File: src/sv/tccs_pkg.sv
// ----------------------------------------------------------------------------
// tccs_pkg
// Shared types and codes of the text console core: request codes, internal
// command codes, and the command and result records.
// ----------------------------------------------------------------------------
package tccs_pkg;

  // Request codes as they arrive on req_type.
  localparam logic [1:0] REQ_PUT   = 2'd0;
  localparam logic [1:0] REQ_READ  = 2'd1;
  localparam logic [1:0] REQ_CLEAR = 2'd2;

  // Command codes passed from the front end to the back end.
  localparam logic [1:0] OP_NOP   = 2'd0;
  localparam logic [1:0] OP_WRITE = 2'd1;
  localparam logic [1:0] OP_READ  = 2'd2;
  localparam logic [1:0] OP_CLEAR = 2'd3;

  // Fixed character constants.
  localparam logic [7:0] ATTR_DEFAULT = 8'h07;
  localparam logic [7:0] NEWLINE_CODE = 8'd10;

  // Classified command; the cursor fields already hold the cursor after it.
  typedef struct packed {
    logic [1:0] op;
    logic       scroll;
    logic [7:0] char_code;
    logic [4:0] cursor_row;
    logic [6:0] cursor_col;
  } cmd_t;

  // One result as it leaves the block.
  typedef struct packed {
    logic [7:0] cell_char;
    logic [7:0] cell_attr;
    logic [4:0] cursor_row;
    logic [6:0] cursor_col;
  } res_t;

endpackage

File: src/sv/tccs_front.sv
// ----------------------------------------------------------------------------
// tccs_front
// Front end: accepts requests, keeps the cursor, and turns each request into
// one command with its cell address and the cursor that follows it.
// ----------------------------------------------------------------------------
module tccs_front #(
  parameter int ROWS = 25,
  parameter int COLS = 80
) (
  input  logic                              clk,
  input  logic                              rst,
  input  logic                              push,
  input  logic [1:0]                        req_type,
  input  logic [7:0]                        char_code,
  input  logic [4:0]                        cell_row,
  input  logic [6:0]                        cell_col,
  output logic                              full,
  input  logic                              init_busy,
  input  logic                              cmd_full,
  output logic                              cmd_push,
  output tccs_pkg::cmd_t                    cmd,
  output logic [$clog2(ROWS*COLS)-1:0]      cmd_addr
);

  localparam int ADDR_W = $clog2(ROWS*COLS);
  localparam int ROW_W  = $clog2(ROWS);
  localparam int COL_W  = $clog2(COLS);
  localparam logic [ROW_W-1:0] ROW_LAST = ROW_W'(ROWS-1);
  localparam logic [COL_W-1:0] COL_LAST = COL_W'(COLS-1);

  logic [ROW_W-1:0] row;
  logic [COL_W-1:0] col;
  logic [ROW_W-1:0] row_next;
  logic [COL_W-1:0] col_next;
  logic [1:0]       op;
  logic             scroll;
  logic             accept;

  // Requests wait while the store is being cleared after reset.
  assign full     = cmd_full || init_busy;
  assign accept   = push && !full;
  assign cmd_push = accept;

  // Classify the request and work out the cursor that follows it.
  always_comb begin
    row_next = row;
    col_next = col;
    scroll   = 1'b0;
    op       = tccs_pkg::OP_NOP;
    cmd_addr = ADDR_W'(32'(row) * COLS + 32'(col));
    unique case (req_type)
      tccs_pkg::REQ_PUT: begin
        if (char_code != tccs_pkg::NEWLINE_CODE) begin
          op       = tccs_pkg::OP_WRITE;
          col_next = (col == COL_LAST) ? '0 : col + 1'b1;
        end else begin
          col_next = '0;
        end
        if (col_next == '0) begin
          if (row == ROW_LAST) begin
            scroll = 1'b1;
          end else begin
            row_next = row + 1'b1;
          end
        end
      end
      tccs_pkg::REQ_READ: begin
        cmd_addr = ADDR_W'(32'(cell_row) * COLS + 32'(cell_col));
        if (32'(cell_row) < ROWS && 32'(cell_col) < COLS) begin
          op = tccs_pkg::OP_READ;
        end
      end
      tccs_pkg::REQ_CLEAR: begin
        op = tccs_pkg::OP_CLEAR;
      end
      default: begin
        op = tccs_pkg::OP_NOP;
      end
    endcase
  end

  // Command record handed to the queue.
  always_comb begin
    cmd.op         = op;
    cmd.scroll     = scroll;
    cmd.char_code  = char_code;
    cmd.cursor_row = 5'(row_next);
    cmd.cursor_col = 7'(col_next);
  end

  // Cursor registers.
  always_ff @(posedge clk) begin
    if (rst) begin
      row <= '0;
      col <= '0;
    end else if (accept) begin
      row <= row_next;
      col <= col_next;
    end
  end

endmodule

File: config.mk
export PLATFORM = sky130hd
export DESIGN_NAME = tccs_front
export DESIGN_NICKNAME = d
export VERILOG_FILES = /design/src/sv/tccs_pkg.sv /design/src/sv/tccs_front.sv
export SDC_FILE = /design/constraint.sdc
export NUM_CORES = 1
export LEC_CHECK = 0
export BUFFER_PORTS_ARGS = -buffer_cell sky130_fd_sc_hd__buf_4
export CORE_MARGIN = 2
export CORE_UTILIZATION = 55
export CTS_BUF_LIST = sky130_fd_sc_hd__clkbuf_8 sky130_fd_sc_hd__clkbuf_16
export CTS_CLUSTER_DIAMETER = 40
export DETAILED_ROUTE_END_ITERATION = 6
export PLACE_DENSITY_LB_ADDON = 0.25
export SYNTH_ARGS = -nofsm -noshare
export SYNTH_HDL_FRONTEND = slang
export SYNTH_SLANG_ARGS = --single-unit
File: constraint.sdc
create_clock -name clk -period 4.15 [get_ports clk]
set_input_delay 0.415 -clock clk [delete_from_list [all_inputs] [get_ports clk]]
set_output_delay 0.415 -clock clk [all_outputs]
set_load 0.02 [all_outputs]
After elaboration in Yosys (flattened, before gate mapping). Cells that the tools add are included.

Logic and storage cells: 35. Register bits: 12. Output and inout port bits: 36.

Multiplexer cells: 14. Add/subtract/negate cells: 4. Reductions and logical operators: 6. Equality and inequality tests: 5. $mul: 2. Magnitude comparators: 2.

Operator list (count): $mux W7 (4); $add A11 B7 Y11 (2); $mux W5 (3); $mul A5 B3 Y7 const B (2); $mux W11 (1); $ne A8 B4 Y1 const B (1); $add A7 B1 Y7 const B (1); $eq A7 B7 Y1 const B (1); $logic_not A7 Y1 (1); $lt A7 B7 Y1 const B (1); $pmux W2 S3 (1); $add A5 B1 Y5 const B (1); $eq A5 B5 Y1 const B (1); $lt A5 B5 Y1 const B (1); $mux W1 (4); $eq A2 B1 Y1 const B (1); $eq A2 B2 Y1 const B (1); $logic_and A1 B1 Y1 (2); $logic_not A2 Y1 (1); $mux W2 (1); $logic_not A1 Y1 (1); $logic_or A1 B1 Y1 (1).

Longest topological paths before layout.
Depth after elaboration: 7. Gate-level depth with buffers: 9.

Least setup slack after synthesis. Ideal clock, no wire load.

Kind: input port to output port. From: input port cell_row[1]. To: output port cmd_addr[10]. Data arrival time: 2.343 ns. Path slack: 1.392 ns. Buffers on the path: 0. Data required time: 3.735 ns. Cell stages on the path: 8. Cells stage by stage: ha_1 ha_1 fa_1 xor2_1 o2111ai_1 xor2_1 xnor2_1 a21oi_1.

Longest elaborated chain between the ends: 3.

Ends and longest elaborated chain: start, declared (line tccs_front.sv:15) `input logic [4:0] cell_row,`; $mul A5 B3 Y7 (line tccs_front.sv:68) `cmd_addr = ADDR_W'(32'(cell_row) * COLS + 32'(cell_col));`; $add A11 B7 Y11 (line tccs_front.sv:68); $mux W11 (line tccs_front.sv:51) `unique case (req_type)`; end, declared (line tccs_front.sv:22) `output logic [$clog2(ROWS*COLS)-1:0] cmd_addr`.

No other way between the ends.

==> impl_metrics.py <==
metrics = {
    "logic_synthesis": {
        "ys.flop_type": "dfxtp_1",
        "yosysTopAreaCellShare": 0.147,
        "synth_most_common_cell": "nand2_1",
        "ys_types": 46,
        "syn-instance-count": 237,
        "synthTopCellsByCount": "nand2_1, nor2_1, ha_1",
        "syn_area_mm2": 0.00179,
        "synth_area_leaders": "ha_1, dfxtp_1, o21ai_0",
        "synth_seq_cells": 12,
        "syn_area_per_cell_um2": 7.54,
        "synth_fp_nets": 289,
        "yosysWarningCount": 0,
        "yosysTopAreaCell": "ha_1",
        "synth_edf_count": 0,
        "synthArstFlopShare": 0,
        "yosysSeqAreaShare": 0.134,
    },
    "min_path": {
        "min_from": "rst",
        "worstHoldPathCells": 2,
        "hold_path.class": "primary input to flop",
        "min_to": "row[2]$_SDFFE_PP0P_",
    },
    "worst_setup_path": {
        "rr_endpoint": "row[0]$_SDFFE_PP0P_",
        "startpoint_type": "flop",
        "regToRegStartpoint": "col[0]$_SDFFE_PP0P_",
        "crit_type": "flop to output port",
        "rrSetupSlack_ps": 1440,
        "r2r_cells": 7,
        "critPathRequiredTime_ps": 3730,
        "worstPathArrival_ps": 2870,
        "worstPathMaxFanout": 13,
        "critPathCaptureType": "output port",
    },
    "finish": {
        "multi_input_area_mm2": 0.00136,
        "fill_cells": 271,
        "regArea_um2": 240,
        "drive_above_1_share": 0.277,
        "antenna-diode-count": 0,
        "area_growth_pct": 24.2,
        "layout.nets": 336,
        "final_cell_area_mm2": 0.00222,
    },
    "place": {
        "dpl-instance-area_mm2": 0.00218,
        "routabilityCongestion": 0.983,
        "port-buffer-count": 62,
        "dpl.hpwl_um": 3410,
    },
    "global_routing": {
        "grt_pass1_wl_um": 6730,
        "grt_pass1_vias": 1627,
        "antenna_found_initial": 0,
        "overflow": 0,
        "grt_max_degree": 18,
        "grt.total_usage": 0.235,
    },
    "floorplanning": {
        "die_w_um": 61.0,
        "rows": 20,
        "die_area_mm2": 0.00372,
        "coreArea_mm2": 0.00308,
        "initial_core_util": 0.580,
        "io_pins": 63,
        "die_h_um": 61.0,
    },
    "clock_network": {
        "path_clk_slew_ps": 50,
        "cts_setup_buffers": 0,
        "cts-resized-gates": 0,
        "clkLatencyLatePin_ps": 240,
        "cts_htree_levels": 1,
        "clockBufferDepth": 2,
        "tritoncts": "built",
        "cts.hold.buffers_added": 0,
        "cts_root_buf": "clkbuf_8",
        "cts.sinks": 12,
        "cts_buffers": 3,
    },
    "detailed_routing": {
        "wl_per_cell_um": 12.7,
        "routed_wl_um": 4150,
        "drc": 0,
        "drtIter0Drc": 83,
        "firstDrtPassIters": 4,
        "num_vias": 1785,
        "antenna_left": 0,
        "via_per_inst": 5.48,
    },
    "sta": {
        "fmax_ghz": 0.305,
        "tightest_slew_ps": 1190,
        "hold_viol_final": 0,
        "fin_crit_sh": 0.791,
        "grt_setup_unrepaired": "no",
        "skew_ps": 1.59,
        "worst_slew_margin_rel": 0.205,
        "drv_slew": 0,
        "setup_viol": 0,
        "tns_ps": 0,
        "fin_crit_ps": 3280,
    },
    "power_and_ir_drop": {
        "ir_drop_mv": 0.160,
        "power_density_mw_per_mm2": 160,
        "power.leakage_nw": 1.02,
    },
    "job": {
        "drv_cap": 0,
    },
    "status": {
        "status": "completed",
    },
}
through the flow:
| step | std cells | setup WS (ps) | utilization | power [mW] | hold WS (ps) |
|---|---|---|---|---|---|
| after floorplan | 237 | 1390 | - | 0.204 | 505 |
| after global placement | 323 | 1200 | 0.707 | 0.251 | 546 |
| after detailed placement | 323 | 1130 | 0.707 | 0.254 | 552 |
| after CTS | 326 | 877 | 0.721 | 0.358 | 448 |
| after global routing | 326 | 711 | 0.721 | 0.376 | 449 |
| final | 326 | 868 | 0.721 | 0.354 | 454 |
worst max-delay path: stages (launching register included):
cell and delay [ps]:
dfxtp_1 450, ha_1 340, nand2_1 100, or4_1 600, a21oi_4 190, o221ai_2 240, nand2b_1 270, mux2_2 280
buf_4 150
cells in the final DEF (no fill, tap or decap), drive strengths merged, types with 2 or more instances in the layout:
master	instances
buf	62
nand2	23
nor2	22
ha	21
o21ai	20
a21oi	19
inv	15
dfxtp	12
xnor2	10
nand3	9
xor2	9
mux2	7
a21o	4
fa	4
or4	4
nand4	3
nor2b	3
clkbuf	3
or2	3
nor3	3
and4	2
a31oi	2
and3	2
mux2i	2
o2111ai	2
o31ai	2
power by group:
group          internal (mW)  switching (mW)
sequential             0.116         0.00160
combinational         0.0631          0.0699
clock                 0.0637          0.0398
total                  0.243           0.111
state kept, by name (all words and copies together) (netlist names):
| register | count |
|---|---|
| row | 5 |
| col | 7 |
layer usage:
metal  share of wire  up-vias  global-route usage
met5               0        -                   0
met4          0.0094        0              0.0373
met3           0.037        7              0.0384
met2            0.54       46               0.467
met1            0.42      815               0.262
li1                -      917                   -
area by class of cell:
type,count,area share
Multi-Input combinational cell,190,0.613
Timing Repair Buffer,62,0.210
Sequential cell,12,0.108
Inverter,15,0.0254
Tap cell,44,0.0248
Clock buffer,3,0.0186
cells by family after synthesis:
kind of cell / after synthesis / synth area share
buf+inv: 35 / 0.104
xor+xnor: 19 / 0.0931
compound gates: 56 / 0.194
flops: 12 / 0.134
mux: 9 / 0.0553
simple gates: 81 / 0.227
fa+ha+maj: 25 / 0.192
worst max path at each step:
| stage | startpoint | end | slack [ps] |
|---|---|---|---|
| floorplan | cell_row[1] | cmd_addr[10] | 1390 |
| detailed placement | col[0]$_SDFFE_PP0P_ | cmd[8] | 1130 |
| finish | col[0]$_SDFFE_PP0P_ | cmd[8] | 870 |
| CTS | col[0]$_SDFFE_PP0P_ | cmd[8] | 880 |
| global route | col[0]$_SDFFE_PP0P_ | cmd[8] | 710 |
| global placement | col[0]$_SDFFE_PP0P_ | cmd[8] | 1200 |
Power figures use the tool's default switching activity.
