File: config.mk
export PLATFORM = sky130hd
export DESIGN_NAME = tccs_fifo
export DESIGN_NICKNAME = d
export VERILOG_FILES = /design/src/sv/tccs_fifo.sv
export SDC_FILE = /design/constraint.sdc
export NUM_CORES = 1
export LEC_CHECK = 0
export ABC_AREA = 0
export BUFFER_PORTS_ARGS = -buffer_cell sky130_fd_sc_hd__buf_2
export CORE_UTILIZATION = 52
export CTS_BUF_LIST = sky130_fd_sc_hd__clkbuf_4 sky130_fd_sc_hd__clkbuf_8
export CTS_CLUSTER_DIAMETER = 80
export DETAILED_ROUTE_END_ITERATION = 10
export PLACE_DENSITY = 0.91
export SLEW_MARGIN = 5
export SYNTH_ARGS = -nofsm -noshare
export SYNTH_HDL_FRONTEND = slang
export SYNTH_SLANG_ARGS = --single-unit
File: constraint.sdc
create_clock -name clk -period 2 [get_ports clk]
set_input_delay 0.2 -clock clk [delete_from_list [all_inputs] [get_ports clk]]
set_output_delay 0.2 -clock clk [all_outputs]
set_load 0.005 [all_outputs]
File: src/sv/tccs_fifo.sv
// ----------------------------------------------------------------------------
// tccs_fifo
// Small synchronous first-in first-out queue with push/full and pop/empty.
// ----------------------------------------------------------------------------
module tccs_fifo #(
  parameter int WIDTH = 8,
  parameter int DEPTH = 2
) (
  input  logic             clk,
  input  logic             rst,
  input  logic             push,
  input  logic [WIDTH-1:0] wdata,
  output logic             full,
  input  logic             pop,
  output logic [WIDTH-1:0] rdata,
  output logic             empty
);

  localparam int PTR_W = (DEPTH > 1) ? $clog2(DEPTH) : 1;

  logic [WIDTH-1:0] slots [DEPTH];
  logic [PTR_W-1:0] wr_ptr;
  logic [PTR_W-1:0] rd_ptr;
  logic [PTR_W:0]   count;
  logic             do_push;
  logic             do_pop;

  assign full    = (count == (PTR_W+1)'(DEPTH));
  assign empty   = (count == '0);
  assign do_push = push && !full;
  assign do_pop  = pop && !empty;
  assign rdata   = slots[rd_ptr];

  // Pointer and occupancy bookkeeping.
  always_ff @(posedge clk) begin
    if (rst) begin
      wr_ptr <= '0;
      rd_ptr <= '0;
      count  <= '0;
    end else begin
      if (do_push) begin
        wr_ptr <= (wr_ptr == PTR_W'(DEPTH-1)) ? '0 : wr_ptr + 1'b1;
      end
      if (do_pop) begin
        rd_ptr <= (rd_ptr == PTR_W'(DEPTH-1)) ? '0 : rd_ptr + 1'b1;
      end
      if (do_push && !do_pop) begin
        count <= count + 1'b1;
      end else if (do_pop && !do_push) begin
        count <= count - 1'b1;
      end
    end
  end

  // Storage slots.
  always_ff @(posedge clk) begin
    if (do_push) begin
      slots[wr_ptr] <= wdata;
    end
  end

endmodule

# Word level (Yosys, flattened, before mapping)
# Memory sizes are Yosys's and may differ from the RTL's. A register that Yosys moved wholly into a read port is not among the register bits.
# Index checks and enable logic that the tools add are counted.
# totals
word_cells	27
output_inout_bits	10
ramBits	16
reg_bits	4
mem_count	1
# memory_table
name	words	width	read_ports	rd_ports_with_merged_regs	write_ports	line_no	rtl
slots	2	8	1	1	1	21	logic [WIDTH-1:0] slots [DEPTH];
# classes
muxes	8
n_eq_ne	1
n_reduce_logical	10
n_addsub	4
# op_table
cell	count
1-bit two-way mux	6
1-bit logical AND	4
1-bit logical NOT	4
2-bit two-way mux	2
1-bit adder, second input constant	2
2-bit by 1-bit adder with 2-bit output, second input constant	1
2-bit equality test, second input constant	1
2-bit logical NOT	1
2-bit nonzero test	1
2-bit by 1-bit subtractor with 2-bit output, second input constant	1

# Logic depth before layout (Yosys ltp)
# Gate-level depths: netlist of run 1.
# logic_depth
depth_word	7
mapped_depth	6
mapped_depth_nobuf	6

# Worst setup path before layout of run 1
# OpenSTA, ideal clock, no wires.
# synth_path
path_kind	register -> register
startpoint	register count[0]
endpoint	register count[1]
n_path_buf	0
arrival_ns	1.386
t_required_ns	1.930
setup_ns	0.070
synth_period_minus_slack_ns	1.455
setup_slack_ns	0.545
stages_incl_launch_ff	5
cell_sequence	dfxtp_1 -> o21ai_0 -> ha_1 -> or3_1 -> a21oi_1
# synth_between
elab_chain_cells	6
word_cells_on_any_way	15
classes_between	add/sub: 2; eq/ne: 1; mux: 2; reduce/logical: 10
# synth_rtl
item	line_no	rtl
start, declared	24	logic [PTR_W:0] count;
start signal, assigned	48	count <= count + 1'b1;
start signal, assigned	50	count <= count - 1'b1;
2-bit equality test / 2-bit logical NOT (equally long branches)	28, 29	
1-bit logical NOT (on tied branches)	30, 31	
1-bit logical AND (on tied branches)	30, 31	
1-bit logical NOT (on tied branches)	49, 47	
1-bit logical AND (on tied branches)	49, 47	
2-bit nonzero test (no source line) / 2-bit two-way mux (equally long branches)	--	
# Parallel ways exist; a longest one is shown, timed or not. The select of a mux whose other input is x is not followed.
# A chain may end at the register's enable or synchronous reset.

# Worst setup path after layout of run 1
# Ends and elaborated chain as after synthesis.

==> results of run 1 <==
## where the power goes
part	total (mW)	internal [mW]	leakage [nW]	switching [mW]
Combinational	0.312	0.170	0.172	0.142
Clock	0.208	0.0910	0.0184	0.117
Sequential	0.616	0.557	0.191	0.0589
Total	1.14	0.818	0.381	0.318
## area by class of cell
cell class,count,area (um^2),area share
clock buffer,4,30.0,0.0319
inverter,2,7.51,0.00797
multi-input combinational,26,200,0.212
sequential,21,581,0.616
tap,15,18.8,0.0199
timing repair buffer,21,105,0.112
## critical path, stage by stage, from the launching register on
cell and delay, ns:
dfxtp_1 0.38, o21ai_0 0.30, ha_1 0.32, or3_1 0.37, a21oi_1 0.13
## kinds of logic after synthesis
logic type | count (synthesis) | share of synthesized area
flops | 21 | 0.732
simple gates | 9 | 0.0584
mux | 8 | 0.114
compound gates | 5 | 0.0315
xor+xnor | 3 | 0.0331
buf+inv | 3 | 0.0158
fa+ha+maj | 1 | 0.0158
## sequential cells by signal, summed over array words and instances (netlist names), named ones only
name    flops
rd_ptr      1
wr_ptr      1
slots      16
count       2
## placed cells by master, fill, tap and decap left out, drive strengths merged
master | Yosys | final
a21oi | 2 | 2
and2 | 1 | 1
buf | 1 | 21
clkbuf | 0 | 4
dfxtp | 5 | 5
edfxtp | 16 | 16
ha | 1 | 1
inv | 2 | 2
mux2 | 8 | 8
nor2 | 5 | 5
nor2b | 1 | 1
o21ai | 3 | 3
or3 | 2 | 2
xor2 | 3 | 3
## worst paths after layout
kind              startpoint          end  slack (ns)  depth (start not counted)
hold / removal      wdata[1]  slots[1][1]        0.09                          1
hold reg to reg       wr_ptr       wr_ptr        0.50                          2
setup reg to reg    count[0]     count[1]        0.44                          4
setup / recovery    count[0]     count[1]        0.44                          4
## routing by layer
layer | vias to the layer above | routed length (um) | part of all wire | track usage
met2 | 12 | 662 | 0.53 | 0.277
li1 | 230 | - | - | -
met5 | - | 0 | 0 | 0
met1 | 219 | 520 | 0.42 | 0.199
met3 | 2 | 45 | 0.036 | 0.0326
met4 | 0 | 14 | 0.011 | 0.100
## through the flow
stage	utilization	cell area (um^2)
6_report	0.690	942
3_5_place_dp	0.668	912
5_1_grt	0.690	942
4_1_cts	0.690	942
2_1_floorplan	-	793
3_3_place_gp	0.668	912
==> summary.txt, run 1 <==
Final layout
  – Fill count: between 100 and 150
  – Ratio of cells with drive above 1 in the final layout: 0.459
  – Final non-filler cell total: 89
  – Area grow syn2layout: 18.8%
  – Final net count: 88
  – Ant diodes: 0

Global routing
  – Global-route wire length before repair: between 1.5 and 2 mm
  – Total GRT Usage: 0.167
  – Antenna violations before repair: 0
  – Pin count of the biggest net entering global routing: 12
  – Number of global-route vias before repair: 381
  – Grt total ovfl: 0

Run
  – Maxcap violations: 0

Synth
  – Asr flop ratio synth: 0
  – Top post-synthesis cells by area: edfxtp_1, dfxtp_1, mux2_2, xor2_1, nor2_1
  – Sequential share of the synthesized area: 0.732
  – Syn Nets: 63
  – Syn Area/Cell: around 16 um^2
  – Post-synth EDFFs: 16
  – Netlist cell types: 13
  – Flops & latches, synth: 21
  – Syn. warnings: 0
  – Share of the synthesized area in the top cell type: 0.606
  – Area leader, netlist: edfxtp_1
  – Mapped Area: about 800 um^2
  – Post-Synthesis Cells: 50
  – Most common cell in the synthesized netlist: edfxtp_1
  – Main synth FF type: edfxtp_1
  – Top post-synthesis cells by count: edfxtp_1, mux2_2, dfxtp_1, nor2_1

Power and ir drop
  – Pwr Density: 1210 nW/um^2
  – Leakage: 0.381 nW
  – Power, Total: ~1.1 mW
  – Peak supply drop: 0.000780 V

Run status
  – Outcome: finished clean

Drt
  – 1st-pass router iterations: 4
  – DRC viols: 0
  – Vias per std cell: 5.20
  – Post-DRT Antenna Nets: 0
  – Initial DRC Count: 10
  – Vias: roughly 460
  – Post-DR wirelength/cell: 14.0 um
  – WL final: 1.24 mm

Timing
  – Tcrit/Tclk final: 0.780
  – RSZ-0062 raised after global routing: no
  – Slew Limit Fails: 0
  – Clock Skew: 0.00368 ns
  – Final setup viols: 0
  – Hold Fails Final Rpt: 0
  – Tmin final: 1.56 ns
  – Setup TNS: 0 ns
  – Hold WS: between 0.09 and 0.1 ns
  – Worst-margin pin slew: about 0.37 ns
  – Final setup margin: approximately 0.44 ns
  – Worst rel slew slack: 0.751
  – Fmax: 0.641 GHz

Die
  – Initial Utilization: 0.581
  – Die ar.: 1690 um^2
  – Die X: 41.1 um
  – IO Count: 22
  – Row count: 13
  – Die height: 41.1 um
  – Core area: 1370 um^2

CTS
  – CTS tree: built
  – Cts hold-fix bufs: 0
  – Clk buf depth: 2
  – CTS Buf Count: 3
  – Resized cells post-CTS: 0
  – Clock latency on the worst-skew pair: roughly 0.29 ns
  – H-tree level count: 1
  – Clk sinks: 21
  – Clk slew on worst S/H paths: 0.11 ns
  – Root Driver: clkbuf_4
  – Setup bufs post-CTS: 0

Setup path
  – Critical path class: flop to flop
  – Crit path launch type: flop
  – CP endpoint kind: flop
  – CP arrival: 1.80 ns
  – CP max FO: 5
  – WP data required: 2.23 ns

Place
  – Detailed placement HPWL: roughly 940 um
  – Setup WS pre-CTS: 0.448 ns
  – Gpl congestion: 0.691
  – IO buf count: 21
  – DP Cell Count: 85

Min path
  – HP Class: input port to flop
No activity file was read; power rests on OpenSTA's default activity.
==> run 2, diff against run 1 <==
- CORE_UTILIZATION: 52 -> 47
- PLACE_DENSITY: 0.91 -> 0.88
- clock period: 2 -> 1.25 ns (I/O delays scaled with it)
==> summary.txt, run 2 (synthesis results as in run 1) <==
Timing
  – Slew Limit Fails: 0
  – Tmin final: 1.39 ns
  – Final setup margin: -0.144 ns
  – Hold WS: 0.0281 ns
  – RSZ-0062 raised after global routing: yes
  – Final setup viols: 20
  – Tcrit/Tclk final: 1.12
  – Clock Skew: roughly 0.006 ns
  – Worst rel slew slack: 0.862
  – Fmax: 0.717 GHz
  – Hold Fails Final Rpt: 0
  – Worst-margin pin slew: 0.205 ns

Drt
  – M1 WL: 587 um
  – Post-DR wirelength/cell: 15.8 um
  – Vias per std cell: 5.19
  – WL final: around 1.7 mm
  – Vias: 561
  – Post-DRT Antenna Nets: 0
  – Initial DRC Count: 5
  – Met3 Routed Length: slightly below 90 um
  – 1st-pass router iterations: 4
  – DRC viols: 0
  – Top sig layer: met4
  – Met2 wire len: 1.00 mm

Die
  – IO Count: 22
  – Die ar.: 1860 um^2
  – Die X: 43.1 um
  – Row count: 14
  – Die height: 43.1 um
  – Core area: 1540 um^2
  – Initial Utilization: 0.515

Global routing
  – Total GRT Usage: 0.181
  – Pin count of the biggest net entering global routing: 13
  – Number of global-route vias before repair: 536
  – Global-route wire length before repair: 2.27 mm
  – Grt total ovfl: 0
  – Antenna violations before repair: 0

CTS
  – CTS Buf Count: 3
  – Clk sinks: 21
  – H-tree level count: 1
  – Root Driver: clkbuf_4
  – Clk slew on worst S/H paths: ~0.11 ns
  – Clk buf depth: 2
  – Clock latency on the worst-skew pair: about 0.30 ns
  – CTS tree: built

Final layout
  – Ant diodes: 0
  – Finished Cell Area: 1270 um^2
  – Max reg flops: 16
  – Top reg by flops: slots
  – Top flop regs: slots (16), count (2)
  – Final net count: roughly 110
  – Area grow syn2layout: 60.3%
  – Most frequent cells in the layout: edfxtp_1, buf_2, buf_6
  – Post-layout util: 0.825
  – Commonest non-fill, non-tap cell in the layout: edfxtp_1
  – Ratio of cells with drive above 1 in the final layout: 0.587

Setup path
  – CP endpoint kind: flop
  – CP arrival: 1.63 ns
  – CP max FO: 2
  – Slowest stage delay, CP: 0.35 ns
  – Crit path cell chain: nor2b_4 -> nor2_4 -> ha_4 -> xor2_1 -> or3_1 -> a21oi_2
  – WP data required: between 1 and 1.5 ns
  – Crit path launch type: flop
  – CP max-delay cell: dfxtp_2
  – Critical path class: flop to flop

Power and ir drop
  – Peak supply drop: 0.00127 V
  – Pwr Density: 1910 nW/um^2
  – Leakage: between 0.5 and 0.6 nW

Run status
  – Outcome: complete, but fails checks
  – Failing checks: setup timing

Place
  – IO buf count: 21
  – Placed cell areas: 978 um^2
  – Detailed placement HPWL: 914 um
  – Gpl congestion: 0.597

Run
  – Maxcap violations: 0

Min path
  – HP Class: input port to flop
## run 2: changes by cell type in the layout (fill, tap and decap cells not counted), sizes merged
cell,previous run,this run
buf,21,31
clkbuf,4,3
clkinv,0,1
dlygate4sd3,0,8
## run 2: final cells by class
class / count / area [um^2]
flip-flops and latches: 21 / 589
clock buffers: 3 / 22.5
repair buffers: 39 / 337
multi-input cells: 26 / 283
well taps: 16 / 20.0
clock inverters: 1 / 5.00
inverters: 2 / 15.0
fillers: 90 / 270
## run 2: power by group
group	leakage (nW)	total [mW]	switching [mW]	internal [mW]
clock network	0.0177	0.315	0.196	0.119
registers	0.192	1.02	0.113	0.910
logic	0.314	1.10	0.395	0.701
total	0.524	2.43	0.704	1.73
## run 2: critical path, delay by kind of cell (launching register included)
family / cells / cell delay [ns]
fa+ha+maj: 1 / 0.15
flops: 1 / 0.35
compound gates: 1 / 0.12
simple gates: 3 / 0.56
xor+xnor: 1 / 0.14
## run 2: timing repair
item	CTS	global route
resized for setup	25	9
setup buffers	1	3
hold buffers	0	8
hold endpoints to repair	0	16
endpoints found under the setup margin	18	27
pin swaps	3	5
## run 2: worst paths after layout
path	startpoint	to	slack, ns	depth (start not counted)
max reg2reg	count[1]	count[1]	-0.14	6
min	rst	count[1]	0.03	2
max	count[1]	count[1]	-0.14	6
min reg2reg	wr_ptr	wr_ptr	0.50	2
## run 2: through the flow
step	cells	power, mW	TNS (ns)	setup slack (ns)
floorplan	50	1.34	-0.122	-0.122
global placement	92	1.61	-0.0944	-0.0683
detailed placement	92	1.65	-0.466	-0.164
CTS	97	2.21	-1.43	-0.162
global route	108	2.56	-2.09	-0.186
finish	108	2.43	-1.47	-0.144
## run 2: metal layers
layer  GRT usage  vias to the layer above
li1            -                      264
met1       0.165                      268
met2       0.346                       25
met3      0.0553                        4
met4      0.0909                        0
met5           0                        -
==> run 3, diff against run 2 <==
- REMOVE_ABC_BUFFERS: not set -> 1
- SKIP_CTS_REPAIR_TIMING: not set -> 1
==> summary.txt, run 3 (synthesis results as in run 1) <==
CTS
  – CTS Buf Count: 3
  – Clk buf depth: 2
  – Clock latency on the worst-skew pair: 0.30 ns
  – Clk slew on worst S/H paths: 0.11 ns
  – CTS tree: built
  – Root Driver: clkbuf_4
  – Clk sinks: 21
  – H-tree level count: 1

Setup path
  – Delay-heaviest family, CP: simple AND/OR/NAND/NOR gates
  – Crit path launch type: flop
  – CP bufs+invs: 0
  – Crit path cell chain: nor2b_4 -> nor2_4 -> ha_4 -> xor2_1 -> or3_4 -> a21oi_2
  – CP endpoint kind: flop
  – CP max FO: 4
  – CP max-delay cell: dfxtp_2
  – Slowest stage delay, CP: approximately 0.37 ns
  – Critical path class: flop to flop
  – CP arrival: 1.64 ns
  – WP data required: between 1 and 1.5 ns

Drt
  – WL final: 1.40 mm
  – Post-DRT Antenna Nets: 0
  – Vias: 509
  – 1st-pass router iterations: 2
  – Post-DR wirelength/cell: 13.9 um
  – DRC viols: 0
  – Initial DRC Count: 7
  – Vias per std cell: 5.04

Global routing
  – Antenna violations before repair: 0
  – Total GRT Usage: 0.158
  – Number of global-route vias before repair: between 500 and 600
  – Grt total ovfl: 0
  – Global-route wire length before repair: 2.01 mm
  – Pin count of the biggest net entering global routing: 12

Timing
  – Worst-margin pin slew: between 0.15 and 0.2 ns
  – Fmax: 0.713 GHz
  – Clock Skew: between 0.002 and 0.003 ns
  – Tcrit/Tclk final: 1.12
  – Final setup viols: 18
  – RSZ-0062 raised after global routing: yes
  – Slew Limit Fails: 0
  – Worst rel slew slack: 0.870
  – Tmin final: 1.40 ns
  – Hold Fails Final Rpt: 0
  – Setup TNS: -1.20 ns
  – Final setup margin: -0.153 ns

Die
  – Core area: 1540 um^2
  – Initial Utilization: 0.515
  – Die height: 43.1 um
  – Die X: 43.1 um
  – Die ar.: 1860 um^2
  – IO Count: 22
  – Row count: 14

Final layout
  – Final net count: 99
  – Top flop regs: slots (16), count (2)
  – Max reg flops: 16
  – Top reg by flops: slots
  – Post-layout util: 0.767
  – Most frequent cells in the layout: edfxtp_1, buf_2, mux2_4, buf_6, buf_4
  – Ant diodes: 0
  – Area grow syn2layout: 49.1%
  – Commonest non-fill, non-tap cell in the layout: edfxtp_1
  – Ratio of cells with drive above 1 in the final layout: 0.588

Place
  – Setup WS pre-CTS: -0.220 ns
  – Gpl congestion: 0.686
  – Detailed placement HPWL: 903 um
  – IO buf count: 21

Run status
  – Failing checks: setup timing
  – Outcome: complete, but fails checks

Power and ir drop
  – Power, Total: around 2.3 mW
  – Pwr Density: 1960 nW/um^2
  – Leakage: between 0.4 and 0.5 nW
  – Peak supply drop: about 0.0012 V

Min path
  – HP Class: input port to flop

Run
  – Maxcap violations: 0
run 3: report_power, final:
part | internal (mW) | switching, mW | total, mW | leakage (nW)
sequential | 0.905 | 0.105 | 1.01 | 0.192
clock | 0.146 | 0.195 | 0.341 | 0.0184
combinational | 0.624 | 0.340 | 0.965 | 0.282
run 3: layout make-up:
class                      instances  area (um^2)
timing repair buffer              32          270
multi-input combinational         26          268
clock buffer                       4         30.0
fill                             101          359
sequential                        21          587
tap                               16         20.0
inverter                           2         7.51
run 3: routing by layer:
layer,vias up,part of all wire,global-route usage
met4,0,0.026,0.127
met1,237,0.38,0.140
met2,17,0.53,0.287
met5,-,0,0
met3,4,0.061,0.0426
li1,251,-,-
run 3: final timing paths:
check | startpoint | to | slack, ns | cells past startpoint
max reg2reg | count[0] | count[1] | -0.15 | 6
min reg2reg | wr_ptr | wr_ptr | 0.52 | 2
max | count[0] | count[1] | -0.15 | 6
min | wdata[1] | slots[0][1] | 0.01 | 1
run 3: metrics by stage:
step / hold WS [ns] / area, um^2 / std cells
2_1_floorplan: 0.194 / 788 / 49
3_3_place_gp: 0.314 / 991 / 93
3_5_place_dp: 0.320 / 991 / 93
4_1_cts: 0.00119 / 1020 / 97
5_1_grt: 0.00127 / 1180 / 101
6_report: 0.0102 / 1180 / 101
